<file path="config.mk">
export PLATFORM = sky130hd
export DESIGN_NAME = spbp_ram
export DESIGN_NICKNAME = d
export VERILOG_FILES = /design/src/rtl/core/spbp_ram.sv
export SDC_FILE = /design/constraint.sdc
export NUM_CORES = 2
export LEC_CHECK = 0
export ABC_CLOCK_PERIOD_IN_PS = 14880
export BUFFER_PORTS_ARGS = -buffer_cell sky130_fd_sc_hd__buf_2
export CAP_MARGIN = 20
export CORE_MARGIN = 2
export CORE_UTILIZATION = 64
export CTS_BUF_LIST = sky130_fd_sc_hd__clkbuf_8
export CTS_CLUSTER_DIAMETER = 150
export DETAILED_ROUTE_END_ITERATION = 16
export PLACE_DENSITY = 0.82
export REMOVE_ABC_BUFFERS = 1
export SYNTH_ARGS = -nofsm -noshare
export SYNTH_HDL_FRONTEND = slang
export SYNTH_SLANG_ARGS = --single-unit
</file>
<file path="constraint.sdc">
create_clock -name clk -period 14.88 [get_ports clk]
set_clock_uncertainty 0.2 [all_clocks]
set_input_delay 0.744 -clock clk [delete_from_list [all_inputs] [get_ports clk]]
set_output_delay 0.744 -clock clk [all_outputs]
set_load 0.1 [all_outputs]
</file>
<file path="src/rtl/core/spbp_ram.sv">
// Generic single-write, dual-read memory with registered read data.
`default_nettype none
module spbp_ram #(
  parameter int WIDTH = 128,
  parameter int DEPTH = 16
) (
  input  wire logic                     clk,
  input  wire logic                     we,
  input  wire logic [$clog2(DEPTH)-1:0] waddr,
  input  wire logic [WIDTH-1:0]         wdata,
  input  wire logic [$clog2(DEPTH)-1:0] raddr_a,
  input  wire logic [$clog2(DEPTH)-1:0] raddr_b,
  output logic      [WIDTH-1:0]         rdata_a,
  output logic      [WIDTH-1:0]         rdata_b
);

  logic [WIDTH-1:0] mem [DEPTH];

  always_ff @(posedge clk) begin
    if (we) begin
      mem[waddr] <= wdata;
    end
    rdata_a <= mem[raddr_a];
    rdata_b <= mem[raddr_b];
  end

endmodule
`default_nettype wire

</file>
==> Implementation_results.wiki <==
{| class="wikitable"
! Metric !! Value
|-
| Total of buffers placed on input and output ports || 397
|-
| Mean cell area of the mapped netlist || 23.3 sq um
|-
| Initial antenna violation count || 10
|-
| Highest Clock Rate || 235 MHz
|-
| Overall routed net length || 237000 um
|-
| CTS H-tree depth || 5
|-
| Layout Area Growth over Synthesis || 12.7%
|-
| Final Cell Area || 110000 sq um
|-
| Clock latency at the later pin of the worst-skew pair || 1020 ps
|-
| Number of setup violations in the final report || 0
|-
| Type of the most critical hold path || primary input to flop
|-
| Max-slew violations || 0
|-
| Starting density of the core || 0.644
|-
| Reported max-cap violation count || 0
|-
| Proportion of layout cells with a drive suffix above 1 || 0.417
|-
| CTS tree || yes
|-
| DR vias/cell || 7.00
|-
| Gate count of the mapped netlist || 4186
|-
| Multi-input logic area || 29500 sq um
|-
| Max clock buf depth || 4
|-
| Final Cycle Share || 0.287
|-
| Share of the yosys chip area belonging to registers || 0.683
|-
| Buffer count from post-CTS setup fixing || 0
|-
| Area after detailed placement || 102000 sq um
|-
| Clock-pin slew reported for the worst setup and hold paths after clock tree synthesis || 60 ps
|-
| IR Drop Worst-Case VDD || 133 uV
|-
| Vias in the first global route || 52800
|-
| Syn Std Cell Area || 97500 sq um
|-
| Met1 usage || 0.419
|-
| Global placement routability congestion || 0.794
|-
| Die outline width || 394 um
|-
| Setup repair after global routing missed its margin || false
|-
| Post-synthesis register bit count || 2304
|-
| Actual transition at the worst max-transition pin || 1100 ps
|-
| Number of core rows || 143
|-
| GR met3 Demand/Resource || 0.0600
|-
| I/O Pins || 398
|-
| Most frequent cells in the layout || 2048 x edfxtp_1, 1178 x mux4_2, 414 x clkbuf_8
|-
| DIE AREA || 156000 sq um
|-
| Worst hold path depth || 2
|-
| Endpoint class of the critical path || flop
|-
| Final antenna-violating net count || 0
|-
| Total leakage power || 36.1 nW
|-
| Global-route wire length before repair || 350000 um
|-
| Total Negative Setup Slacks || 0 ps
|-
| Worst hold slack || 118 ps
|-
| Most common cell after layout, fill and taps aside || edfxtp_1
|-
| Dpl cells || 6395
|-
| WP data arrival || 4930 ps
|-
| Fin crit period || 4260 ps
|-
| CTS buffer count || 370
|-
| Vias || 50400
|-
| Category of the critical setup timing path || primary input to flop
|-
| CP Data Required Time || 15540 ps
|-
| Largest net degree at the start of global routing || 135
|-
| Non-filler cells, final || 7200
|-
| Sequential cell area || 66600 sq um
|-
| Core outline area || 152000 sq um
|-
| Initial drt markers || 5964
|-
| Run status || finished clean
|-
| Worst slew margin relative to its limit || 0.266
|-
| Gr usage total || 0.311
|-
| Type of element launching the critical path || primary input
|-
| Final hold violation count || 0
|-
| DRC || 0
|-
| Detailed-router iteration count before antenna repair || 6
|-
| Yosys Warn Count || 0
|-
| Critical path fanouts, max || 58
|-
| CTS Root Buffer Type || clkbuf_8
|-
| Total congestion overflow after global routing || 0
|-
| Half-perimeter wire length of the detailed placement result || 129000 um
|-
| Number of nets in the final layout || 5010
|-
| Most congested layer reported by global routing || met2
|-
| FILL cells || 8336
|-
| Number of sinks on the clock net || 2304
|-
| Worst Reg-to-Reg Cells || 4
|-
| PD cells || 128 nW/um^2
|-
| Routed len/inst || 33.0 um
|-
| Grt met2 use || 0.512
|-
| Number of library cell types mapped by synthesis || 21
|-
| Vert. Die Dim || 394 um
|}
## layer usage
layer / routed length, um / up-vias
li1: - / 20000
met1: 83600 / 26700
met2: 121000 / 3064
met3: 23900 / 580
met4: 8740 / 10
met5: 65 / -
## per-stage QoR
stage	setup slack [ps]	total power, mW	util
6_report	10620	14.1	0.725
5_1_grt	10270	14.5	0.725
4_1_cts	10640	14.2	0.725
3_3_place_gp	9580	9.08	0.670
3_5_place_dp	9560	9.11	0.670
2_1_floorplan	4010	8.56	-
## registers in the layout (all words and copies together) (netlist names)
name / cells
rdata_b: 128
rdata_a: 128
mem: 2048
## worst max-delay path, stage by stage
cell and delay [ps]:
buf_8 470, buf_4 790, buf_4 830, buf_4 770, mux4_2 580, nor2b_1 140, a211oi_1 250, a21oi_1 60
## report_power, final
group | switching (mW) | internal, mW
logic | 1.14 | 0.524
registers | 0.0985 | 7.24
clock network | 2.38 | 2.73
total | 3.62 | 10.5
## layout make-up
| type | count | share of cell area |
|---|---|---|
| diodes | 14 | 0.000319 |
| clock buffers | 414 | 0.0518 |
| clock inverters | 246 | 0.0116 |
| multi-input cells | 1568 | 0.269 |
| flip-flops and latches | 2304 | 0.606 |
| well taps | 2030 | 0.0231 |
| repair buffers | 624 | 0.0383 |
## kinds of logic (layout without fill, tap and decap cells)
| logic type | Yosys count | in the layout | synth area share |
|---|---|---|---|
| buf+inv | 314 | 1284 | 0.0151 |
| simple gates | 84 | 84 | 0.00502 |
| other cells | 0 | 14 | 0 |
| flops | 2304 | 2304 | 0.683 |
| mux | 1302 | 1302 | 0.285 |
| compound gates | 182 | 182 | 0.0120 |
## cells in the mapped netlist (all sizes together)
| cell type | instances | area, sq um |
|---|---|---|
| or3b | 1 | 8.76 |
| clkbuf | 129 | 484 |
| nor2b | 58 | 363 |
| a211oi | 58 | 435 |
| nand2b | 4 | 25.0 |
| o32ai | 22 | 193 |
| nand3b | 2 | 15.0 |
| o22ai | 22 | 138 |
| a21oi | 80 | 400 |
| nor3 | 4 | 20.0 |
| nand2 | 2 | 7.51 |
| buf | 185 | 987 |
| nor2 | 12 | 45.0 |
| edfxtp | 2048 | 61500 |
| nand3 | 1 | 5.00 |
| dfxtp | 256 | 5120 |
| mux4 | 1178 | 26500 |
| mux2i | 124 | 1240 |
## timing repair
action,4_1_cts,5_1_grt
gates resized for setup,0,0
hold buffers,131,0
endpoints found under the hold margin,2052,0
## final timing paths
| kind | start | to | slack, ps |
|---|---|---|---|
| worst max register to register | mem[2][101] | rdata_b[101] | 12980 |
| worst max-delay path | raddr_b[0] | rdata_b[107] | 10620 |
| worst min register to register | mem[6][88] | rdata_a[88] | 540 |
| worst min-delay path | raddr_a[3] | rdata_a[42] | 120 |
Note: power is estimated with default switching activity, not from simulation.
