==> config.mk <==
export PLATFORM = sky130hd
export DESIGN_NAME = spbp_queue
export DESIGN_NICKNAME = d
export VERILOG_FILES = /design/src/rtl/core/spbp_pkg.sv /design/src/rtl/core/spbp_queue.sv
export SDC_FILE = /design/constraint.sdc
export NUM_CORES = 1
export LEC_CHECK = 0
export BUFFER_PORTS_ARGS = -buffer_cell sky130_fd_sc_hd__buf_2
export CAP_MARGIN = 20
export CORE_AREA = 3 3 40 42
export DETAILED_ROUTE_END_ITERATION = 10
export DIE_AREA = 0 0 43 45
export PLACE_DENSITY = 0.69
export SYNTH_ARGS = -nofsm -noshare
export SYNTH_HDL_FRONTEND = slang
export SYNTH_SLANG_ARGS = --single-unit
export TNS_END_PERCENT = 50
==> constraint.sdc <==
create_clock -name clk -period 1.7 [get_ports clk]
set_clock_uncertainty 0.05 [all_clocks]
set_input_delay 0.34 -clock clk [delete_from_list [all_inputs] [get_ports clk]]
set_output_delay 0.34 -clock clk [all_outputs]
set_load 0.02 [all_outputs]
==> src/rtl/core/spbp_pkg.sv <==
// Shared types, constants and helper functions of the sphere pair broad phase.
`default_nettype none
package spbp_pkg;

  localparam int COORD_W   = 32;
  localparam int RAD_W     = 31;
  localparam int NRM_W     = 16;
  localparam int IDX_OUT_W = 3;
  localparam int QUO_W     = 15;
  localparam logic [QUO_W-1:0] NORM_ONE = 15'd16384;

  typedef struct packed {
    logic signed [COORD_W-1:0] x;
    logic signed [COORD_W-1:0] y;
    logic signed [COORD_W-1:0] z;
    logic [RAD_W-1:0]          r;
    logic                      part;
  } body_t;

  typedef struct packed {
    logic full;
    logic empty;
  } q_stat_t;

  typedef struct packed {
    logic ld_out;
    logic out_end;
    logic q_pop;
  } back_ctl_t;

  typedef enum logic [3:0] {
    BK_IDLE,
    BK_READ,
    BK_DIFF,
    BK_MUL,
    BK_ACC,
    BK_TEST,
    BK_SQRT,
    BK_DIVI,
    BK_DIV,
    BK_EMIT,
    BK_NEXT,
    BK_CLOSE
  } back_state_t;

  // Magnitude of a coordinate difference; never reaches 2^32.
  function automatic logic [COORD_W-1:0] mag33(logic signed [COORD_W:0] v);
    logic [COORD_W:0] n;
    n = 33'd0 - v;
    return v[COORD_W] ? n[COORD_W-1:0] : v[COORD_W-1:0];
  endfunction

endpackage
`default_nettype wire

==> src/rtl/core/spbp_queue.sv <==
// Small register FIFO carrying run commands from the front end to the back end.
`default_nettype none
module spbp_queue
  import spbp_pkg::*;
#(
  parameter int WIDTH = 5,
  parameter int DEPTH = 2
) (
  input  wire logic             clk,
  input  wire logic             rst_n,
  input  wire logic             push,
  input  wire logic [WIDTH-1:0] push_data,
  input  wire logic             pop,
  output logic      [WIDTH-1:0] head,
  output q_stat_t               stat
);

  localparam int PW = (DEPTH > 1) ? $clog2(DEPTH) : 1;
  localparam int CW = $clog2(DEPTH + 1);

  logic [WIDTH-1:0] slot_r [DEPTH];
  logic [PW-1:0]    wp_r, wp_nxt, rp_r, rp_nxt;
  logic [CW-1:0]    cnt_r, cnt_nxt;

  function automatic logic [PW-1:0] inc(logic [PW-1:0] p);
    return (p == PW'(DEPTH - 1)) ? '0 : p + 1'b1;
  endfunction

  assign head       = slot_r[rp_r];
  assign stat.full  = (cnt_r == CW'(DEPTH));
  assign stat.empty = (cnt_r == '0);

  always_comb begin
    wp_nxt  = push ? inc(wp_r) : wp_r;
    rp_nxt  = pop ? inc(rp_r) : rp_r;
    cnt_nxt = cnt_r + CW'(push) - CW'(pop);
  end

  always_ff @(posedge clk) begin
    if (!rst_n) begin
      wp_r  <= '0;
      rp_r  <= '0;
      cnt_r <= '0;
    end else begin
      wp_r  <= wp_nxt;
      rp_r  <= rp_nxt;
      cnt_r <= cnt_nxt;
    end
    if (push) begin
      slot_r[wp_r] <= push_data;
    end
  end

endmodule
`default_nettype wire

==> results by group <==
Pwr
  – Seq pwr share: 0.560
  – Clk network pwr share: 0.251
  – Pwr/cell area: 1110 nW/µm²
  – Combinational power share: 0.190
  – Leak pwr: 0.298 nW
  – Pint: 0.583 mW
  – Switching Fraction: 0.254
  – NetSw: 0.199 mW
  – Max VDD drop: a little over 0.5 mV

Critical path
  – Crit end category: primary output
  – CP required: 1.31 ns
  – WS Path Type: flip-flop to primary output
  – Critical Path Start Type: flip-flop
  – CP Max Fanout: 5
  – CP arrival: between 1 and 1.5 ns

Min path
  – Hold Path Class: input pin to flip-flop

Die
  – Core footprint: approximately 1300 µm²
  – # rows: 13
  – Die area: 1940 µm²
  – Initial core utilization: 0.453
  – Die Span Y: 45 µm
  – Die X: 43 µm
  – I/O pin cnt: 16

Drt
  – Mean number of vias per cell: 4.66
  – Total number of vias: 326
  – WL final: 767 µm
  – Residual DRC: 0
  – DR WL/cell: ~11 µm
  – Antenna Nets Post-Route: 0
  – DR iter-0 viols: 0
  – DR pass1 iterations: 1

Clock network
  – CTS Root Buffer Type: clkbuf_4
  – CTS sink count: 15
  – CTS tree: yes
  – Clock tree buffer depth: 2
  – H-tree levels: 1
  – CTS Hold Bufs: 0
  – Clock buffer count from CTS: 3
  – CTS clk-pin slew, worst paths: 0.09 ns
  – Clk Latency, worst-skew pair: 0.27 ns

Timing
  – Slew @ Worst Pin: 0.516 ns
  – Final Cycle Share: 0.920
  – Maximum clock frequency: 0.640 GHz
  – Final Hold Fails: 0
  – Max-Slew Margin vs Limit: 0.655
  – Hold WS: slightly below 0.2 ns
  – Final worst-path setup slack: ~0.14 ns
  – Setup TNS Final: 0 ns
  – RSZ-0062 raised after global routing: false
  – # setup viols final: 0
  – Tmin final: roughly 1.6 ns
  – Slew Viols, Final: 0

Global routing
  – Vias in the first global route: approximately 340
  – Largest net degree at the start of global routing: 10
  – Met1 usage: 0.107
  – GR Util met3: 0.0478
  – First-pass GRT wire length: 1420 µm
  – Global Route Usage Sum: 0.106
  – Busiest grt layer: met2
  – Grt total ovfl: 0
  – GR Layer Usage met2: 0.177
  – Initial antenna violation count: 0

Yosys
  – Net count after synthesis: 47
  – Netlist cell types: 11
  – Yosys warns: 0
  – Post-Synthesis Cell Area: roughly 580 µm²
  – Register area share after synthesis: 0.688
  – Post-synthesis cell count: 36
  – Syn avg cell area: about 16 µm²
  – Yosys reg bits: 15

Finish
  – Final cell count without fillers: 70
  – Most frequent cells in the layout: 15 x buf_2, 10 x edfxtp_1, 5 x mux2_2
  – Layout cell share with drive strength beyond 1: 0.455
  – P&R area growth vs syn: 21.1%
  – Fin nets: between 60 and 70
  – Number of fill cells: 117
  – Antenna diodes: 0
  – Most common cell after layout, fill and taps aside: buf_2

Placement
  – GP Congestion: 0.599
  – Place WS: 0.330 ns
  – PortBufs: 15
  – Placed cell count: 66
  – DP Wirelength: 591 µm

Flow run
  – Max_cap viols: 0

Outcome
  – Status: finished clean
metal layers:
layer	vias up	share of wire
li1	166	-
met1	147	0.39
met2	9	0.53
met3	4	0.059
met4	0	0.022
met5	-	0
through the flow:
step | util | area (µm²) | total power, mW
after floorplan | - | 582 | 0.548
after global placement | 0.526 | 676 | 0.593
after detailed placement | 0.526 | 676 | 0.596
after CTS | 0.547 | 703 | 0.794
after global routing | 0.548 | 704 | 0.830
final | 0.548 | 704 | 0.782
state kept, by name, summed over array words and instances (netlist names), named ones only:
name,count
cnt_r,2
rp_r,1
slot_r,10
wp_r,1
power groups by stage:
stage	clock, mW	combinational (mW)	sequential (mW)
2_1_floorplan	0	0.107	0.442
3_3_place_gp	0	0.148	0.446
3_5_place_dp	0	0.151	0.445
4_1_cts	0.205	0.151	0.438
5_1_grt	0.225	0.162	0.443
6_report	0.196	0.148	0.437
area by class of cell:
cell class              count  area, µm²  area share
clock inverters             1       5.00     0.00710
inverters                   2       7.51      0.0107
well taps                  15       18.8      0.0266
flip-flops and latches     15        402       0.570
clock buffers               3       22.5      0.0320
multi-input cells          19        174       0.247
repair buffers             15       75.1       0.107
cell usage after synthesis:
| library cell | count | area (µm²) |
|---|---|---|
| ha_1 | 2 | 25.0 |
| o21a_1 | 1 | 7.51 |
| edfxtp_1 | 10 | 300 |
| and2_1 | 4 | 25.0 |
| nor2_1 | 1 | 3.75 |
| dfxtp_1 | 5 | 100 |
| xnor3_1 | 1 | 22.5 |
| inv_1 | 2 | 7.51 |
| mux2_2 | 5 | 56.3 |
| nor2b_1 | 4 | 25.0 |
| xor2_1 | 1 | 8.76 |
critical path, stage by stage (launching register included):
cell and delay (ns):
dfxtp_2 0.39, mux2_2 0.34, buf_2 0.16
logic make-up (layout without fill, tap and decap cells):
group	count (synthesis)	in the layout	share of synthesized area
AOI/OAI and AO/OA	1	1	0.0129
adders and majority gates	2	2	0.0430
xor gates and xnor gates	2	2	0.0538
muxes	5	5	0.0968
and+or+nand+nor	9	9	0.0925
buffers and inverters	2	21	0.0129
DFF	15	15	0.688
worst paths after layout:
kind                        from                      to  slack [ns]  cells past startpoint
max                    flip-flop                 head[1]        0.14                      2
min                 push_data[3]  slot_r[0][3]$_DFFE_PP_        0.19                      1
max reg2reg  cnt_r[0]$_SDFF_PN0_     cnt_r[1]$_SDFF_PN0_        0.43                      6
min reg2reg    rp_r$_SDFFE_PN0P_               flip-flop        0.52                      2
what timing repair did:
| action | in CTS | in global routing |
|---|---|---|
| setup buffers | 0 | 0 |
| endpoints found under the setup margin | 0 | 5 |
| gates resized for setup | 0 | 1 |
(Power assumes the default switching activity.)
