[config.mk]
export PLATFORM = sky130hd
export DESIGN_NAME = spbp_front
export DESIGN_NICKNAME = d
export VERILOG_FILES = /design/src/rtl/core/spbp_pkg.sv /design/src/rtl/core/spbp_front.sv
export SDC_FILE = /design/constraint.sdc
export NUM_CORES = 1
export LEC_CHECK = 0
export CAP_MARGIN = 10
export CORE_AREA = 2 2 107 109
export CTS_BUF_LIST = sky130_fd_sc_hd__clkbuf_16
export CTS_CLUSTER_DIAMETER = 200
export DETAILED_ROUTE_END_ITERATION = 8
export DIE_AREA = 0 0 109 111
export DONT_BUFFER_PORTS = 1
export GPL_TIMING_DRIVEN = 0
export MAX_ROUTING_LAYER = met4
export PLACE_DENSITY = 0.3
export SLEW_MARGIN = 30
export SYNTH_ARGS = -nofsm -noshare
export SYNTH_HDL_FRONTEND = slang
export SYNTH_SLANG_ARGS = --single-unit
[constraint.sdc]
create_clock -name clk -period 2.1 [get_ports clk]
set_clock_uncertainty 0.2 [all_clocks]
set_input_delay 0.105 -clock clk [delete_from_list [all_inputs] [get_ports clk]]
set_output_delay 0.105 -clock clk [all_outputs]
set_load 0.1 [all_outputs]
[src/rtl/core/spbp_pkg.sv]
// Shared types, constants and helper functions of the sphere pair broad phase.
`default_nettype none
package spbp_pkg;

  localparam int COORD_W   = 32;
  localparam int RAD_W     = 31;
  localparam int NRM_W     = 16;
  localparam int IDX_OUT_W = 3;
  localparam int QUO_W     = 15;
  localparam logic [QUO_W-1:0] NORM_ONE = 15'd16384;

  typedef struct packed {
    logic signed [COORD_W-1:0] x;
    logic signed [COORD_W-1:0] y;
    logic signed [COORD_W-1:0] z;
    logic [RAD_W-1:0]          r;
    logic                      part;
  } body_t;

  typedef struct packed {
    logic full;
    logic empty;
  } q_stat_t;

  typedef struct packed {
    logic ld_out;
    logic out_end;
    logic q_pop;
  } back_ctl_t;

  typedef enum logic [3:0] {
    BK_IDLE,
    BK_READ,
    BK_DIFF,
    BK_MUL,
    BK_ACC,
    BK_TEST,
    BK_SQRT,
    BK_DIVI,
    BK_DIV,
    BK_EMIT,
    BK_NEXT,
    BK_CLOSE
  } back_state_t;

  // Magnitude of a coordinate difference; never reaches 2^32.
  function automatic logic [COORD_W-1:0] mag33(logic signed [COORD_W:0] v);
    logic [COORD_W:0] n;
    n = 33'd0 - v;
    return v[COORD_W] ? n[COORD_W-1:0] : v[COORD_W-1:0];
  endfunction

endpackage
`default_nettype wire

[src/rtl/core/spbp_front.sv]
// Front end: accepts bodies, stores them in the current bank and posts runs.
`default_nettype none
module spbp_front
  import spbp_pkg::*;
#(
  parameter int MAX_BODIES = 8
) (
  input  wire logic                              clk,
  input  wire logic                              rst_n,
  input  wire logic                              in_valid,
  output logic                                   in_ready,
  input  wire logic signed [COORD_W-1:0]         in_pos_x,
  input  wire logic signed [COORD_W-1:0]         in_pos_y,
  input  wire logic signed [COORD_W-1:0]         in_pos_z,
  input  wire logic [RAD_W-1:0]                  in_bound_radius,
  input  wire logic                              in_is_rigid,
  input  wire logic                              in_collidable,
  input  wire logic                              in_last_body,
  output logic                                   ram_we,
  output logic [$clog2(2*MAX_BODIES)-1:0]        ram_waddr,
  output body_t                                  ram_wdata,
  output logic                                   q_push,
  output logic [$clog2(MAX_BODIES+1):0]          q_data,
  input  wire q_stat_t                           q_stat
);

  localparam int CW = $clog2(MAX_BODIES + 1);
  localparam int IW = $clog2(MAX_BODIES);

  logic [CW-1:0] cnt_r, cnt_nxt, stored;
  logic          bank_r, bank_nxt;
  logic          take;

  assign in_ready  = !q_stat.full;
  assign take      = in_valid && in_ready;
  assign ram_we    = take && (cnt_r != CW'(MAX_BODIES));
  assign ram_waddr = {bank_r, cnt_r[IW-1:0]};
  assign ram_wdata = '{x: in_pos_x, y: in_pos_y, z: in_pos_z, r: in_bound_radius,
                       part: in_is_rigid && in_collidable};
  assign stored    = cnt_r + CW'(ram_we);
  assign q_push    = take && in_last_body;
  assign q_data    = {bank_r, stored};

  always_comb begin
    cnt_nxt  = q_push ? '0 : stored;
    bank_nxt = q_push ? !bank_r : bank_r;
  end

  always_ff @(posedge clk) begin
    if (!rst_n) begin
      cnt_r  <= '0;
      bank_r <= 1'b0;
    end else begin
      cnt_r  <= cnt_nxt;
      bank_r <= bank_nxt;
    end
  end

endmodule
`default_nettype wire

==> results.json, run 1 <==
{
  "status": "finished with violations",
  "violations": "hold timing, setup timing",
  "pin_count": 275,
  "io_buffers": 0,
  "placed_cells": 301,
  "hold_class": "input pin to register",
  "cp_slowest_cell": "xor2_4",
  "grt_pass1_wl_um": 3480,
  "syn_nets": 295,
  "seq_power_share_pct": 5.8,
  "cts_buffers": 3,
  "maxSlewHeadroom_pct": 33.8,
  "drive_gt1_share_pct": 91.0,
  "start_util_pct": 11.2,
  "gp_congestion": 0.697,
  "rsz0062_at_grt": "true",
  "power_frac_clock_pct": 18.4,
  "tightestPinTransition_ns": 1.00,
  "finalSetupViolations": 7,
  "hold_depth": 2,
  "dr.first_iter.drc_count": 7,
  "critical-path-max-stage-delay_ns": 0.59,
  "worst_path_most_repeated_cell": "ha_4",
  "layout_min_cycle_time_ns": 2.64,
  "drtPass1Iterations": 2,
  "maxCapViolCount": 0,
  "multi_input_area_um2": 229,
  "power_density_nw_per_um2": 1030,
  "rows": 39,
  "fill_cells": 1240,
  "worst_setup_path_start_kind": "register",
  "hold_ws_ns": -0.00329,
  "drc": 0,
  "vias": 882,
  "yosys_register_bits": 5,
  "syn_inst": 158,
  "postRouteAntennaNets": 0,
  "finalPower_uw": 1690,
  "p_sw_uw": 1160,
  "grtUsageTotal_pct": 3.88,
  "fmax_mhz": 379,
  "core-area_um2": 11100,
  "yosys_warnings": 0,
  "switching_share_pct": 68.6,
  "cp.buffers_inverters": 0,
  "p_leak_uw": 0.000837,
  "cts_max_path_buffers": 2,
  "final_max_slew_viol_count": 0,
  "avgSynthCellArea_um2": 7.86,
  "seq_area_um2": 113,
  "final_cell_count_no_fill": 310,
  "synth_area_um2": 1240,
  "critPathRequiredTime_ns": 1.79,
  "r2r_cells": 6,
  "ir_drop_v": 0.000349,
  "combPwrFrac_pct": 75.8,
  "path_max_fanout": 2,
  "grt_pass1_vias": 663,
  "drt_wl_total_um": 3110,
  "finalHoldViolCount": 2,
  "fin_crit_sh_pct": 126,
  "die_x_um": 109,
  "cts_tree": "built",
  "die_h_um": 111,
  "clkSinkCount": 5,
  "grt_max_degree": 7,
  "cts_max_level": 1,
  "layout_common_cells": "buf_4 (136), and3_1 (3), clkbuf_16 (3), dfxtp_4 (3)",
  "cp.depth": 5,
  "clockRootBuffer": "clkbuf_16",
  "intPower_uw": 529,
  "antenna_found_initial": 0,
  "yosysSeqAreaShare_pct": 8.06,
  "clk_latency_ns": 0.23,
  "synth.area.top_cells": "buf_4 (80%), dfxtp_1 (8.1%), and3_1 (2.0%), ha_1 (2.0%), and4_2 (0.81%)",
  "die_area_um2": 12100,
  "synth.largest_area_cell": "buf_4",
  "synthToLayoutAreaGrowth_pct": 32.3,
  "grt_overflow": 0,
  "ys_types": 18,
  "end_kind": "output pin",
  "hpwl_um": 2860,
  "clk_pin_slew_worst_paths_ns": 0.03,
  "diodes": 0,
  "path_cells": "or4b_1 -> and3_4 -> ha_4 -> ha_4 -> xor2_4",
  "wl_per_cell_um": 10.0,
  "final_nets": 305,
  "critPathArrivalTime_ns": 2.33,
  "crit_type": "register to output pin",
  "viasPerCell": 2.85,
  "synth_top_area_share_pct": 79.8,
  "setup_ws_ns": -0.540,
  "layout_commonest_cell": "buf_4",
  "cp_top_family": "simple AND/OR/NAND/NOR gates"
}
-- worst register-to-register path, stage by stage (launching register included) --
cell,delay (ns)
dfxtp_4,0.33
or4b_1,0.50
and3_4,0.30
ha_4,0.22
ha_4,0.17
xor2_4,0.59
and3_1,0.24
-- power by group through the flow --
stage,sequential [uW],combinational [uW],clock [uW]
global placement,104,1280,0
floorplan,103,1250,0
finish,97.7,1280,311
CTS,97.8,1280,317
global route,98.5,1290,321
detailed placement,104,1270,0
-- cells by family after synthesis --
family	Yosys count	share of synthesized area, %
compound gates	2	0.806
xor+xnor	2	1.41
fa+ha+maj	2	2.02
buf+inv	134	80.4
flops	5	8.06
mux	1	0.806
simple gates	12	6.45
-- metrics by stage --
step	hold WS, ns	setup WS (ns)	utilization [%]	TNS (ns)	cell area (um^2)
2_1_floorplan	0.0398	-0.488	-	-0.999	1320
3_3_place_gp	0.0547	-0.572	13.5	-1.46	1500
3_5_place_dp	0.0476	-0.569	13.5	-1.32	1500
4_1_cts	0.00116	-0.567	14.8	-2.11	1640
5_1_grt	0.0135	-0.571	14.8	-2.20	1640
6_report	-0.00329	-0.540	14.8	-1.95	1640
-- per-layer routing --
metal  share of wire [%]  global-route usage (%)
met1                  25                    3.71
met2                  57                    7.04
met3                  17                    1.29
met4                 1.1                    1.54
met5                   0                       -
-- final cells by class --
cell class / instances / area share (%)
Buffer: 132 / 60.4
Clock buffer: 3 / 4.57
Clock inverter: 1 / 0.229
Inverter: 2 / 0.686
Multi-Input combinational cell: 19 / 13.9
Sequential cell: 5 / 6.86
Tap cell: 143 / 10.9
Timing Repair Buffer: 5 / 2.44
-- Yosys cell counts, drive strengths merged --
cell type	instances
or4b	1
nand2	1
o21ai	1
nand3b	1
dfxtp	5
xnor2	1
ha	2
buf	132
nand2b	1
and3	4
inv	2
nand3	1
a21oi	1
and4	1
xor2	1
and2	1
nor4	1
mux2i	1
-- worst paths after layout --
| kind | start | end | slack [ns] |
|---|---|---|---|
| max | cnt_r[1] | q_data[2] | -0.54 |
| max reg2reg | cnt_r[1] | cnt_r[2] | -0.51 |
| min | in_last_body | cnt_r[0] | -0.003 |
| min reg2reg | bank_r | bank_r | 0.30 |
-- registers in the layout, indices dropped and copies added (netlist names) --
signal,flops
cnt_r,4
bank_r,1
-- timing repair --
action,CTS,global route
setup buffers,4,0
endpoints found under the setup margin,8,8
resized for setup,4,1
endpoints found under the hold margin,5,0
hold buffers,1,0
pin swaps,5,2
(Power assumes the default switching activity.)
==> run 2, diff against run 1 <==
--- a/config.mk
+++ b/config.mk
@@ -6,15 +6,17 @@
 export NUM_CORES = 1
 export LEC_CHECK = 0
 export CAP_MARGIN = 10
-export CORE_AREA = 2 2 107 109
+export CELL_PAD_IN_SITES_DETAIL_PLACEMENT = 0
+export CELL_PAD_IN_SITES_GLOBAL_PLACEMENT = 1
+export CORE_AREA = 2 2 108 110
 export CTS_BUF_LIST = sky130_fd_sc_hd__clkbuf_16
 export CTS_CLUSTER_DIAMETER = 200
 export DETAILED_ROUTE_END_ITERATION = 8
-export DIE_AREA = 0 0 109 111
+export DIE_AREA = 0 0 110 112
 export DONT_BUFFER_PORTS = 1
 export GPL_TIMING_DRIVEN = 0
 export MAX_ROUTING_LAYER = met4
-export PLACE_DENSITY = 0.3
+export PLACE_DENSITY = 0.36
 export SLEW_MARGIN = 30
 export SYNTH_ARGS = -nofsm -noshare
 export SYNTH_HDL_FRONTEND = slang
==> results.json, run 2 (synthesized netlist as in run 1, its figures left out) <==
{
  "cts_max_path_buffers": 2,
  "rsz0062_at_grt": "true",
  "antenna_found_initial": 1,
  "path_cells": "or4b_4 -> and3_4 -> ha_4 -> ha_4 -> xor2_4",
  "grtUsageTotal_pct": 4.64,
  "critical-path-max-stage-delay_ns": 0.60,
  "start_util_pct": 11.1,
  "drive_gt1_share_pct": 91.8,
  "setup_ws_ns": -0.546,
  "gp_congestion": 0.711,
  "use_met3_pct": 1.64,
  "hold_class": "input pin to register",
  "grt_overflow": 0,
  "core-area_um2": 11200,
  "finalPower_uw": 1690,
  "postRouteAntennaNets": 0,
  "finalHoldViolCount": 2,
  "worst_path_most_repeated_cell": "ha_4",
  "grt_pass1_wl_um": 4130,
  "final_max_slew_viol_count": 0,
  "final_nets": 308,
  "fmax_mhz": 378,
  "finalSetupViolations": 7,
  "die_h_um": 112,
  "clk_latency_ns": 0.23,
  "die_area_um2": 12300,
  "fill_cells": 1255,
  "violations": "hold timing, setup timing",
  "layout_commonest_cell": "buf_4",
  "fin_crit_sh_pct": 126,
  "path_max_fanout": 4,
  "synthToLayoutAreaGrowth_pct": 34.9,
  "cp_top_family": "simple AND/OR/NAND/NOR gates",
  "cts_buffers": 3,
  "hold_ws_ns": -0.000794,
  "critPathRequiredTime_ns": 1.79,
  "largest_register": "cnt_r",
  "grt_use_met2_pct": 9.12,
  "reg_top3": "cnt_r (4), bank_r (1)",
  "cts_max_level": 1,
  "maxSlewHeadroom_pct": 36.4,
  "drtPass1Iterations": 2,
  "worst_setup_path_start_kind": "register",
  "wl_per_cell_um": 11.4,
  "io_buffers": 0,
  "grt_pass1_vias": 716,
  "layout_common_cells": "buf_4 (138), and3_1 (3), clkbuf_16 (3), dfxtp_4 (3)",
  "power_density_nw_per_um2": 1010,
  "drt_wl_total_um": 3580,
  "p_leak_uw": 0.000855,
  "clockRootBuffer": "clkbuf_16",
  "viasPerCell": 2.87,
  "ir_drop_v": 0.000318,
  "vias": 900,
  "drc": 0,
  "grt_max_degree": 7,
  "clk_pin_slew_worst_paths_ns": 0.03,
  "cp_slowest_cell": "xor2_4",
  "gr-usage-met1_pct": 4.09,
  "rows": 39,
  "dr.first_iter.drc_count": 31,
  "end_kind": "output pin",
  "layout_min_cycle_time_ns": 2.65,
  "die_x_um": 110,
  "gr-max-usage-layer": "met2",
  "tightestPinTransition_ns": 0.961,
  "status": "finished with violations",
  "maxCapViolCount": 0,
  "crit_type": "register to output pin",
  "cp.buffers_inverters": 0,
  "clkSinkCount": 5,
  "critPathArrivalTime_ns": 2.34,
  "pin_count": 275,
  "largest_register_ff_count": 4,
  "pre_cts_ws_ns": -0.575,
  "cts_tree": "built"
}
==> run 2: cell count changes in the layout (fill, tap and decap cells not counted) <==
cell / change
buf_4: +2
buf_6: +1
diode_2: +1
or4b_1: -1
or4b_4: +1
==> run 2: what timing repair did <==
action | CTS | global route
setup buffers | 4 | 3
hold buffers | 1 | 0
pin swaps | 4 | 4
gates resized for setup | 4 | 3
endpoints found under the setup margin | 8 | 8
endpoints found under the hold margin | 5 | 0
==> run 2: area by class of cell <==
type	instances	area (um^2)	area share [%]
diodes	1	2.50	0.149
multi-input cells	19	233	13.9
flip-flops and latches	5	113	6.73
repair buffers	8	66.3	3.96
clock inverters	1	3.75	0.224
well taps	143	179	10.7
clock buffers	3	75.1	4.48
plain buffers	132	991	59.2
inverters	2	11.3	0.673
==> run 2: final timing paths <==
kind                                   start   endpoint  slack (ns)  cells past startpoint
worst max register to register      cnt_r[3]   cnt_r[2]       -0.52                      6
worst max-delay path                cnt_r[3]  q_data[2]       -0.55                      5
worst min register to register        bank_r     bank_r        0.29                      2
worst min-delay path            in_last_body   cnt_r[0]     -0.0008                      2
==> run 2: routing by layer <==
metal | part of all wire (%) | vias up
li1 | - | 386
met1 | 24 | 383
met2 | 58 | 131
met3 | 17 | 0
met4 | 0 | 0
met5 | 0 | -
==> run 2: stage by stage <==
stage | TNS (ns) | instances | util, % | hold slack [ns] | area [um^2]
floorplan | -0.999 | 158 | - | 0.0398 | 1320
global placement | -1.46 | 301 | 13.4 | 0.0460 | 1500
detailed placement | -1.37 | 301 | 13.4 | 0.0464 | 1500
CTS | -2.09 | 310 | 14.6 | 0.0116 | 1640
global route | -2.67 | 314 | 15.0 | 0.0274 | 1670
finish | -2.26 | 314 | 15.0 | -0.000794 | 1670
==> run 2: report_power, final <==
part           internal, uW  switching, uW  total [uW]
clock                   247           63.7         310
sequential             95.6           2.06        97.7
combinational           188           1090        1280
total                   531           1160        1690
