<file path="src/rtl/core/spbp_pkg.sv">
// Shared types, constants and helper functions of the sphere pair broad phase.
`default_nettype none
package spbp_pkg;

  localparam int COORD_W   = 32;
  localparam int RAD_W     = 31;
  localparam int NRM_W     = 16;
  localparam int IDX_OUT_W = 3;
  localparam int QUO_W     = 15;
  localparam logic [QUO_W-1:0] NORM_ONE = 15'd16384;

  typedef struct packed {
    logic signed [COORD_W-1:0] x;
    logic signed [COORD_W-1:0] y;
    logic signed [COORD_W-1:0] z;
    logic [RAD_W-1:0]          r;
    logic                      part;
  } body_t;

  typedef struct packed {
    logic full;
    logic empty;
  } q_stat_t;

  typedef struct packed {
    logic ld_out;
    logic out_end;
    logic q_pop;
  } back_ctl_t;

  typedef enum logic [3:0] {
    BK_IDLE,
    BK_READ,
    BK_DIFF,
    BK_MUL,
    BK_ACC,
    BK_TEST,
    BK_SQRT,
    BK_DIVI,
    BK_DIV,
    BK_EMIT,
    BK_NEXT,
    BK_CLOSE
  } back_state_t;

  // Magnitude of a coordinate difference; never reaches 2^32.
  function automatic logic [COORD_W-1:0] mag33(logic signed [COORD_W:0] v);
    logic [COORD_W:0] n;
    n = 33'd0 - v;
    return v[COORD_W] ? n[COORD_W-1:0] : v[COORD_W-1:0];
  endfunction

endpackage
`default_nettype wire

</file>
<file path="src/rtl/core/spbp_back.sv">
// Back end: walks the pairs of one run, tests them and builds contact results.
`default_nettype none
module spbp_back
  import spbp_pkg::*;
#(
  parameter int MAX_BODIES = 8
) (
  input  wire logic                          clk,
  input  wire logic                          rst_n,
  input  wire logic [$clog2(MAX_BODIES+1):0] q_head,
  input  wire q_stat_t                       q_stat,
  output logic                               q_pop,
  output logic [$clog2(2*MAX_BODIES)-1:0]    raddr_a,
  output logic [$clog2(2*MAX_BODIES)-1:0]    raddr_b,
  input  wire body_t                         rdata_a,
  input  wire body_t                         rdata_b,
  output logic                               out_valid,
  input  wire logic                          out_ready,
  output logic                               out_contact_valid,
  output logic [IDX_OUT_W-1:0]               out_first_index,
  output logic [IDX_OUT_W-1:0]               out_second_index,
  output logic signed [COORD_W-1:0]          out_point_x,
  output logic signed [COORD_W-1:0]          out_point_y,
  output logic signed [COORD_W-1:0]          out_point_z,
  output logic signed [NRM_W-1:0]            out_normal_x,
  output logic signed [NRM_W-1:0]            out_normal_y,
  output logic signed [NRM_W-1:0]            out_normal_z,
  output logic                               out_coincident,
  output logic                               out_run_end
);

  localparam int CW = $clog2(MAX_BODIES + 1);
  localparam int IW = $clog2(MAX_BODIES);

  back_state_t state_r, state_nxt;
  back_ctl_t   ctl;

  logic [CW-1:0] run_cnt;
  logic          run_bank;
  logic [IW-1:0] i_r, j_r;

  logic signed [COORD_W:0]   d_r   [3];
  logic signed [COORD_W-1:0] mid_r [3];
  logic [COORD_W-1:0]        rsum_r;
  logic [COORD_W-1:0]        mag_d [3];
  logic [RAD_W-1:0]          e_v   [3];
  logic                      phase_r, k_r;
  logic [1:0]                ax_r;
  logic [63:0]               prod_r, r2_r;
  logic [65:0]               acc_r;
  logic [COORD_W-1:0]        op;
  logic [RAD_W-1:0]          e_sel;
  logic                      neg_sel;

  logic [63:0] rem_r, res_r, bitv;
  logic [64:0] trial;
  logic [4:0]  it_r;
  logic        sq_ok;

  logic [COORD_W-1:0] m_r, drem_r;
  logic [QUO_W-1:0]   nlo_r, q_r, q_nxt, q_cl;
  logic [3:0]         dit_r;
  logic [COORD_W:0]   rem_sh;
  logic               dge;
  logic [45:0]        num;
  logic [NRM_W-1:0]   qe;
  logic signed [NRM_W-1:0] nrm_r [3];
  logic               coin_r, contact, all_zero, out_free;

  logic signed [COORD_W:0] sum_mid [3];
  logic signed [COORD_W:0] d_new   [3];
  logic [CW-1:0] i_ext, j_ext;

  assign run_cnt  = q_head[CW-1:0];
  assign run_bank = q_head[CW];
  assign raddr_a  = {run_bank, i_r};
  assign raddr_b  = {run_bank, j_r};
  assign out_free = !out_valid || out_ready;
  assign q_pop    = ctl.q_pop;
  assign i_ext    = CW'(i_r);
  assign j_ext    = CW'(j_r);

  // Difference and midpoint of the two centres just read.
  always_comb begin
    d_new[0]   = {rdata_a.x[COORD_W-1], rdata_a.x} - {rdata_b.x[COORD_W-1], rdata_b.x};
    d_new[1]   = {rdata_a.y[COORD_W-1], rdata_a.y} - {rdata_b.y[COORD_W-1], rdata_b.y};
    d_new[2]   = {rdata_a.z[COORD_W-1], rdata_a.z} - {rdata_b.z[COORD_W-1], rdata_b.z};
    sum_mid[0] = {rdata_a.x[COORD_W-1], rdata_a.x} + {rdata_b.x[COORD_W-1], rdata_b.x};
    sum_mid[1] = {rdata_a.y[COORD_W-1], rdata_a.y} + {rdata_b.y[COORD_W-1], rdata_b.y};
    sum_mid[2] = {rdata_a.z[COORD_W-1], rdata_a.z} + {rdata_b.z[COORD_W-1], rdata_b.z};
  end

  always_comb begin
    for (int a = 0; a < 3; a++) begin
      mag_d[a] = mag33(d_r[a]);
      e_v[a]   = RAD_W'(mag_d[a] >> k_r);
    end
    case (ax_r)
      2'd0: begin e_sel = e_v[0]; neg_sel = d_r[0][COORD_W]; end
      2'd1: begin e_sel = e_v[1]; neg_sel = d_r[1][COORD_W]; end
      2'd2: begin e_sel = e_v[2]; neg_sel = d_r[2][COORD_W]; end
      default: begin e_sel = '0; neg_sel = 1'b0; end
    endcase
    if (phase_r) begin
      op = {1'b0, e_sel};
    end else begin
      case (ax_r)
        2'd0:    op = mag_d[0];
        2'd1:    op = mag_d[1];
        2'd2:    op = mag_d[2];
        default: op = rsum_r;
      endcase
    end
    all_zero = (d_r[0] == '0) && (d_r[1] == '0) && (d_r[2] == '0);
    contact  = (acc_r < {2'b00, r2_r});
    // One step of the bitwise integer square root.
    bitv  = 64'h4000_0000_0000_0000 >> {it_r, 1'b0};
    trial = {1'b0, res_r} + {1'b0, bitv};
    sq_ok = ({1'b0, rem_r} >= trial);
    // One step of the restoring division.
    rem_sh = {drem_r, nlo_r[QUO_W-1]};
    dge    = (rem_sh >= {1'b0, m_r});
    q_nxt  = {q_r[QUO_W-2:0], dge};
    q_cl   = (q_nxt > NORM_ONE) ? NORM_ONE : q_nxt;
    qe     = {1'b0, q_cl};
    num    = {1'b0, e_sel, 14'd0} + 46'(m_r >> 1);
  end

  // Next state.
  always_comb begin
    state_nxt = state_r;
    case (state_r)
      BK_IDLE:  if (!q_stat.empty) state_nxt = (run_cnt < CW'(2)) ? BK_CLOSE : BK_READ;
      BK_READ:  state_nxt = BK_DIFF;
      BK_DIFF:  state_nxt = (rdata_a.part && rdata_b.part) ? BK_MUL : BK_NEXT;
      BK_MUL:   state_nxt = BK_ACC;
      BK_ACC: begin
        if (!phase_r) state_nxt = (ax_r == 2'd3) ? BK_TEST : BK_MUL;
        else          state_nxt = (ax_r == 2'd2) ? BK_SQRT : BK_MUL;
      end
      BK_TEST: begin
        if (!contact)     state_nxt = BK_NEXT;
        else if (all_zero) state_nxt = BK_EMIT;
        else              state_nxt = BK_MUL;
      end
      BK_SQRT:  if (it_r == 5'd31) state_nxt = BK_DIVI;
      BK_DIVI:  state_nxt = BK_DIV;
      BK_DIV:   if (dit_r == 4'(QUO_W - 1)) state_nxt = (ax_r == 2'd2) ? BK_EMIT : BK_DIVI;
      BK_EMIT:  if (out_free) state_nxt = BK_NEXT;
      BK_NEXT: begin
        if (j_ext + 1'b1 < run_cnt || i_ext + CW'(2) < run_cnt) state_nxt = BK_READ;
        else state_nxt = BK_CLOSE;
      end
      BK_CLOSE: if (out_free) state_nxt = BK_IDLE;
      default:  state_nxt = BK_IDLE;
    endcase
  end

  // Control outputs.
  always_comb begin
    ctl = '0;
    case (state_r)
      BK_EMIT:  ctl.ld_out = out_free;
      BK_CLOSE: begin
        ctl.ld_out  = out_free;
        ctl.out_end = 1'b1;
        ctl.q_pop   = out_free;
      end
      default:  ctl = '0;
    endcase
  end

  always_ff @(posedge clk) begin
    if (!rst_n) begin
      state_r   <= BK_IDLE;
      out_valid <= 1'b0;
    end else begin
      state_r <= state_nxt;
      if (ctl.ld_out)     out_valid <= 1'b1;
      else if (out_ready) out_valid <= 1'b0;
    end

    case (state_r)
      BK_IDLE: begin
        i_r <= '0;
        j_r <= IW'(1);
      end
      BK_DIFF: begin
        for (int a = 0; a < 3; a++) begin
          d_r[a]   <= d_new[a];
          mid_r[a] <= sum_mid[a][COORD_W:1];
        end
        rsum_r  <= {1'b0, rdata_a.r} + {1'b0, rdata_b.r};
        acc_r   <= '0;
        ax_r    <= '0;
        phase_r <= 1'b0;
        coin_r  <= 1'b0;
      end
      BK_MUL: prod_r <= op * op;
      BK_ACC: begin
        if (!phase_r && ax_r == 2'd3) begin
          r2_r <= prod_r;
        end else begin
          acc_r <= acc_r + {2'b00, prod_r};
          ax_r  <= ax_r + 1'b1;
        end
        rem_r <= acc_r[63:0] + prod_r;
        res_r <= '0;
        it_r  <= '0;
      end
      BK_TEST: begin
        coin_r  <= all_zero;
        k_r     <= mag_d[0][COORD_W-1] | mag_d[1][COORD_W-1] | mag_d[2][COORD_W-1];
        phase_r <= 1'b1;
        ax_r    <= '0;
        acc_r   <= '0;
        for (int a = 0; a < 3; a++) begin
          nrm_r[a] <= '0;
        end
      end
      BK_SQRT: begin
        if (sq_ok) begin
          rem_r <= rem_r - trial[63:0];
          res_r <= (res_r >> 1) + bitv;
        end else begin
          res_r <= res_r >> 1;
        end
        it_r <= it_r + 1'b1;
        ax_r <= '0;
      end
      BK_DIVI: begin
        if (m_r != res_r[COORD_W-1:0] && ax_r == 2'd0) begin
          m_r <= res_r[COORD_W-1:0];
        end
        drem_r <= {1'b0, num[45:QUO_W]};
        nlo_r  <= num[QUO_W-1:0];
        q_r    <= '0;
        dit_r  <= '0;
      end
      BK_DIV: begin
        drem_r <= dge ? rem_sh[COORD_W-1:0] - m_r : rem_sh[COORD_W-1:0];
        nlo_r  <= {nlo_r[QUO_W-2:0], 1'b0};
        q_r    <= q_nxt;
        dit_r  <= dit_r + 1'b1;
        if (dit_r == 4'(QUO_W - 1)) begin
          case (ax_r)
            2'd0:    nrm_r[0] <= neg_sel ? NRM_W'(16'd0 - qe) : qe;
            2'd1:    nrm_r[1] <= neg_sel ? NRM_W'(16'd0 - qe) : qe;
            default: nrm_r[2] <= neg_sel ? NRM_W'(16'd0 - qe) : qe;
          endcase
          ax_r <= ax_r + 1'b1;
        end
      end
      BK_NEXT: begin
        if (j_ext + 1'b1 < run_cnt) begin
          j_r <= j_r + 1'b1;
        end else begin
          i_r <= i_r + 1'b1;
          j_r <= i_r + IW'(2);
        end
      end
      default: ;
    endcase

    // The partial root before the last step can exceed 32 bits, so the final
    // shift works on the full register.
    if (state_r == BK_SQRT && it_r == 5'd31) begin
      m_r <= sq_ok ? COORD_W'((res_r >> 1) + bitv) : COORD_W'(res_r >> 1);
    end

    if (ctl.ld_out) begin
      out_contact_valid <= !ctl.out_end;
      out_run_end       <= ctl.out_end;
      out_first_index   <= ctl.out_end ? '0 : IDX_OUT_W'(i_r);
      out_second_index  <= ctl.out_end ? '0 : IDX_OUT_W'(j_r);
      out_point_x       <= ctl.out_end ? '0 : mid_r[0];
      out_point_y       <= ctl.out_end ? '0 : mid_r[1];
      out_point_z       <= ctl.out_end ? '0 : mid_r[2];
      out_normal_x      <= ctl.out_end ? '0 : nrm_r[0];
      out_normal_y      <= ctl.out_end ? '0 : nrm_r[1];
      out_normal_z      <= ctl.out_end ? '0 : nrm_r[2];
      out_coincident    <= ctl.out_end ? 1'b0 : coin_r;
    end
  end

endmodule
`default_nettype wire

</file>
<file path="config.mk">
export PLATFORM = sky130hd
export DESIGN_NAME = spbp_back
export DESIGN_NICKNAME = d
export VERILOG_FILES = /design/src/rtl/core/spbp_pkg.sv /design/src/rtl/core/spbp_back.sv
export SDC_FILE = /design/constraint.sdc
export NUM_CORES = 2
export LEC_CHECK = 0
export BUFFER_PORTS_ARGS = -buffer_cell sky130_fd_sc_hd__buf_2
export CORE_ASPECT_RATIO = 1.75
export CORE_MARGIN = 5
export CORE_UTILIZATION = 40
export DETAILED_ROUTE_END_ITERATION = 7
export PLACE_DENSITY_LB_ADDON = 0.1
export REMOVE_ABC_BUFFERS = 1
export SYNTH_ARGS = -nofsm -noshare
export SYNTH_HDL_FRONTEND = slang
export SYNTH_SLANG_ARGS = --single-unit
</file>
<file path="constraint.sdc">
create_clock -name clk -period 69.8 [get_ports clk]
set_clock_uncertainty 0.15 [all_clocks]
set_input_delay 0 -clock clk [delete_from_list [all_inputs] [get_ports clk]]
set_output_delay 0 -clock clk [all_outputs]
set_load 0.1 [all_outputs]
</file>
==> flow_summary_export.csv <==
group,metric,value,unit
outcome,status,"finished, final reports clean",
floorplanning,floorplan.initialDensity,40.10,%
worst_hold_path,hold_path.class,"in2out",
yosys,synth-main-ff-cell,"edfxtp_1",
global_routing,busiest_layer,"met2",
yosys,yosys_register_bits,866,
floorplanning,fp.dieH,639.7,um
yosys,async_flop_share,0,%
floorplanning,die_area,236600,um^2
global_routing,grt_usage,26.09,%
detailed_routing,routed_wl,312900,um
yosys,syn_area_per_cell,9.468,um^2
timing,hold_violations,0,
yosys,syn_inst,9572,
cells_and_area,fin_cells,13500,
setup_path,max_stage_delay,0.93,ns
detailed_routing,dr.pass1.iters,6,
detailed_routing,drt_iter0_drc,4080,
detailed_routing,ant_nets,0,
yosys,synth_area,90630,um^2
timing,final-max-slew-violation-count,0,
setup_path,crit_arrival,13.94,ns
job,maxCapViolCount,0,
detailed_routing,avgViaCountPerCell,5.383,
timing,whs,0.03210,ns
setup_path,crit_required,70.11,ns
clock_tree,cts_root_buffer,"clkbuf_16",
place,numPortBuffers,424,
global_routing,grt-ovfl-total,0,
timing,fin_crit,13.64,ns
floorplanning,die_w,369.8,um
detailed_routing,wl_per_cell,23.18,um
floorplanning,ios,429,
place,place_inst,12720,
clock_tree,cts_tree,"built",
place,dpl.hpwl,247300,um
clock_tree,cts_made_buffers,93,
clock_tree,clkLatencyLatePin,0.77,ns
setup_path,worstSetupEndpointType,"register",
global_routing,grt_pass1_wl,468900,um
setup_path,cp_max_fo,19,
global_routing,grt_pass1_vias,77620,
yosys,ys_seq_area_share,28.64,%
global_routing,antenna_found_initial,11,
yosys,yosys_warnings,0,
floorplanning,core_area,226000,um^2
setup_path,startpoint_type,"register",
place,place.gp.congestion,0.9667,
detailed_routing,route.detailed.drc,0,
global_routing,grt_use_met2,49.91,%
timing,rsz0062_at_grt,"no",
global_routing,grtUsageMet3,3.005,%
cells_and_area,n_fill_cell,21770,
cells_and_area,area_growth,16.05,%
timing,tightest_slew,1.372,ns
cells_and_area,fin_util,46.54,%
clock_tree,cts-htree-levels,3,
cells_and_area,drive_gt1_share,7.933,%
cells_and_area,final_nets,12290,
yosys,synth_edf_count,861,
yosys,synth_cell_types,104,
clock_tree,cts_num_sinks,866,
global_routing,met1_usage,26.72,%
clock_tree,clk_path_buf_depth,3,
global_routing,grt_start_max_net_pins,94,
setup_path,crit_type,"reg2reg",
setup_path,critPathSlowestCell,"nor4_1",
clock_tree,path_clk_slew,0.07,ns
setup_path,crit_top_cell,"fa_1",
timing,slew-limit-headroom,7.720,%
floorplanning,num_rows,231,
timing,fin_tns_setup,0,ns
timing,setup-violations-final,0,
detailed_routing,vias,72680,
timing,fin_crit_sh,19.54,%
timing,fmax,0.07334,GHz
[metrics by stage]
stage / setup WS (ns) / cell area, um^2
floorplan: 46.53 / 89010
detailed placement: 56.22 / 95920
finish: 56.16 / 105200
global route: 55.65 / 105200
CTS: 56.17 / 105200
global placement: 56.33 / 95920
[cell usage in the layout (no fill, tap or decap), drive strengths merged, types with 108 or more instances in the layout]
cell,Yosys,final
o21ai,416,416
and2,198,198
dlygate4sd3,0,593
nand2,730,730
edfxtp,861,861
nor3,121,121
buf,77,530
a21oi,505,505
xor2,286,286
o21bai,108,108
a21o,231,231
nor2,942,942
xnor2,407,407
nand3,131,131
fa,811,811
ha,831,831
inv,1325,1331
[sequential cells by signal, indices dropped and copies added (netlist names), 48 cells and up]
register / count
prod_r: 63
nrm_r: 48
res_r: 64
mid_r: 96
d_r: 99
acc_r: 66
rem_r: 64
r2_r: 63
[synthesized netlist by cell type, types with 37 or more instances]
cell type / instances / area [um^2]
ha_1: 831 / 10400
o21bai_1: 108 / 810.8
and2_1: 197 / 1232
and3_1: 54 / 337.8
o21a_1: 61 / 457.9
a21o_1: 231 / 1734
nor2b_1: 92 / 575.6
nand3_1: 129 / 645.6
o211ai_1: 51 / 382.9
a21oi_1: 500 / 2502
a31oi_1: 98 / 613.1
edfxtp_1: 861 / 25850
o31ai_1: 58 / 435.4
nor4_1: 49 / 306.5
nor2_1: 940 / 3528
nand4_1: 87 / 544.3
fa_1: 811 / 16240
a211oi_1: 93 / 698.2
xor2_1: 286 / 2505
buf_2: 37 / 185.2
nand2_1: 729 / 2736
or3_1: 43 / 269.0
xnor2_1: 407 / 3565
clkbuf_1: 328 / 1231
nand2b_1: 89 / 556.8
inv_1: 1317 / 4943
nor3_1: 120 / 600.6
o21ai_0: 411 / 2057
[worst paths after layout]
check / from / end / slack (ns) / cells past startpoint
setup / recovery: d_r[0][2]$_DFFE_PP_ / prod_r[61]$_DFFE_PP_ / 56.16 / 35
hold / removal: q_head[4] / raddr_b[3] / 0.03 / 1
setup reg to reg: d_r[0][2]$_DFFE_PP_ / prod_r[61]$_DFFE_PP_ / 56.16 / 35
hold reg to reg: prod_r[3]$_DFFE_PP_ / r2_r[3]$_DFFE_PP_ / 0.30 / 0
[what timing repair did]
| action | in CTS | in global routing |
|---|---|---|
| hold buffers | 594 | 0 |
| endpoints found under the hold margin | 237 | 0 |
| setup buffers | 0 | 0 |
| resized for setup | 0 | 0 |
[layout make-up]
type	instances	area, um^2	area share [%]
clock buffers	100	2354	2.238
inverters	1332	5001	4.755
multi-input cells	6968	58260	55.39
well taps	3029	3790	3.603
flip-flops and latches	866	25950	24.68
clock inverters	73	927.1	0.8815
repair buffers	1123	8866	8.429
diodes	11	27.53	0.02617
[kinds of logic (layout without fill, tap and decap cells)]
kind of cell	count (synthesis)	after routing	synth area share, %
flip-flops	866	866	28.64
buffers and inverters	1738	2628	7.304
other	0	11	0
XOR/XNOR	693	693	6.697
AND/OR/NAND/NOR	2648	2648	13.53
AO/OA/AOI/OAI	1934	1934	13.84
adder cells (fa/ha/maj)	1642	1642	29.39
multiplexers	51	51	0.6102
[layer usage]
layer,share of wire (%),wire length (um)
met5,0.0083,26
met2,53,167400
met4,7.8,24340
met1,35,108700
met3,4.0,12530
[worst max-delay path: cells and delay by family, from the launching register on]
family / cells / cell delay [ns]
fa+ha+maj: 9 / 4.32
flops: 1 / 0.45
mux: 1 / 0.29
xor+xnor: 2 / 0.43
simple gates: 11 / 3.48
buf+inv: 5 / 1.85
compound gates: 7 / 2.33
Power is not shown: default switching activity piles up to over one toggle a cycle in this logic, so the estimate is an artifact.
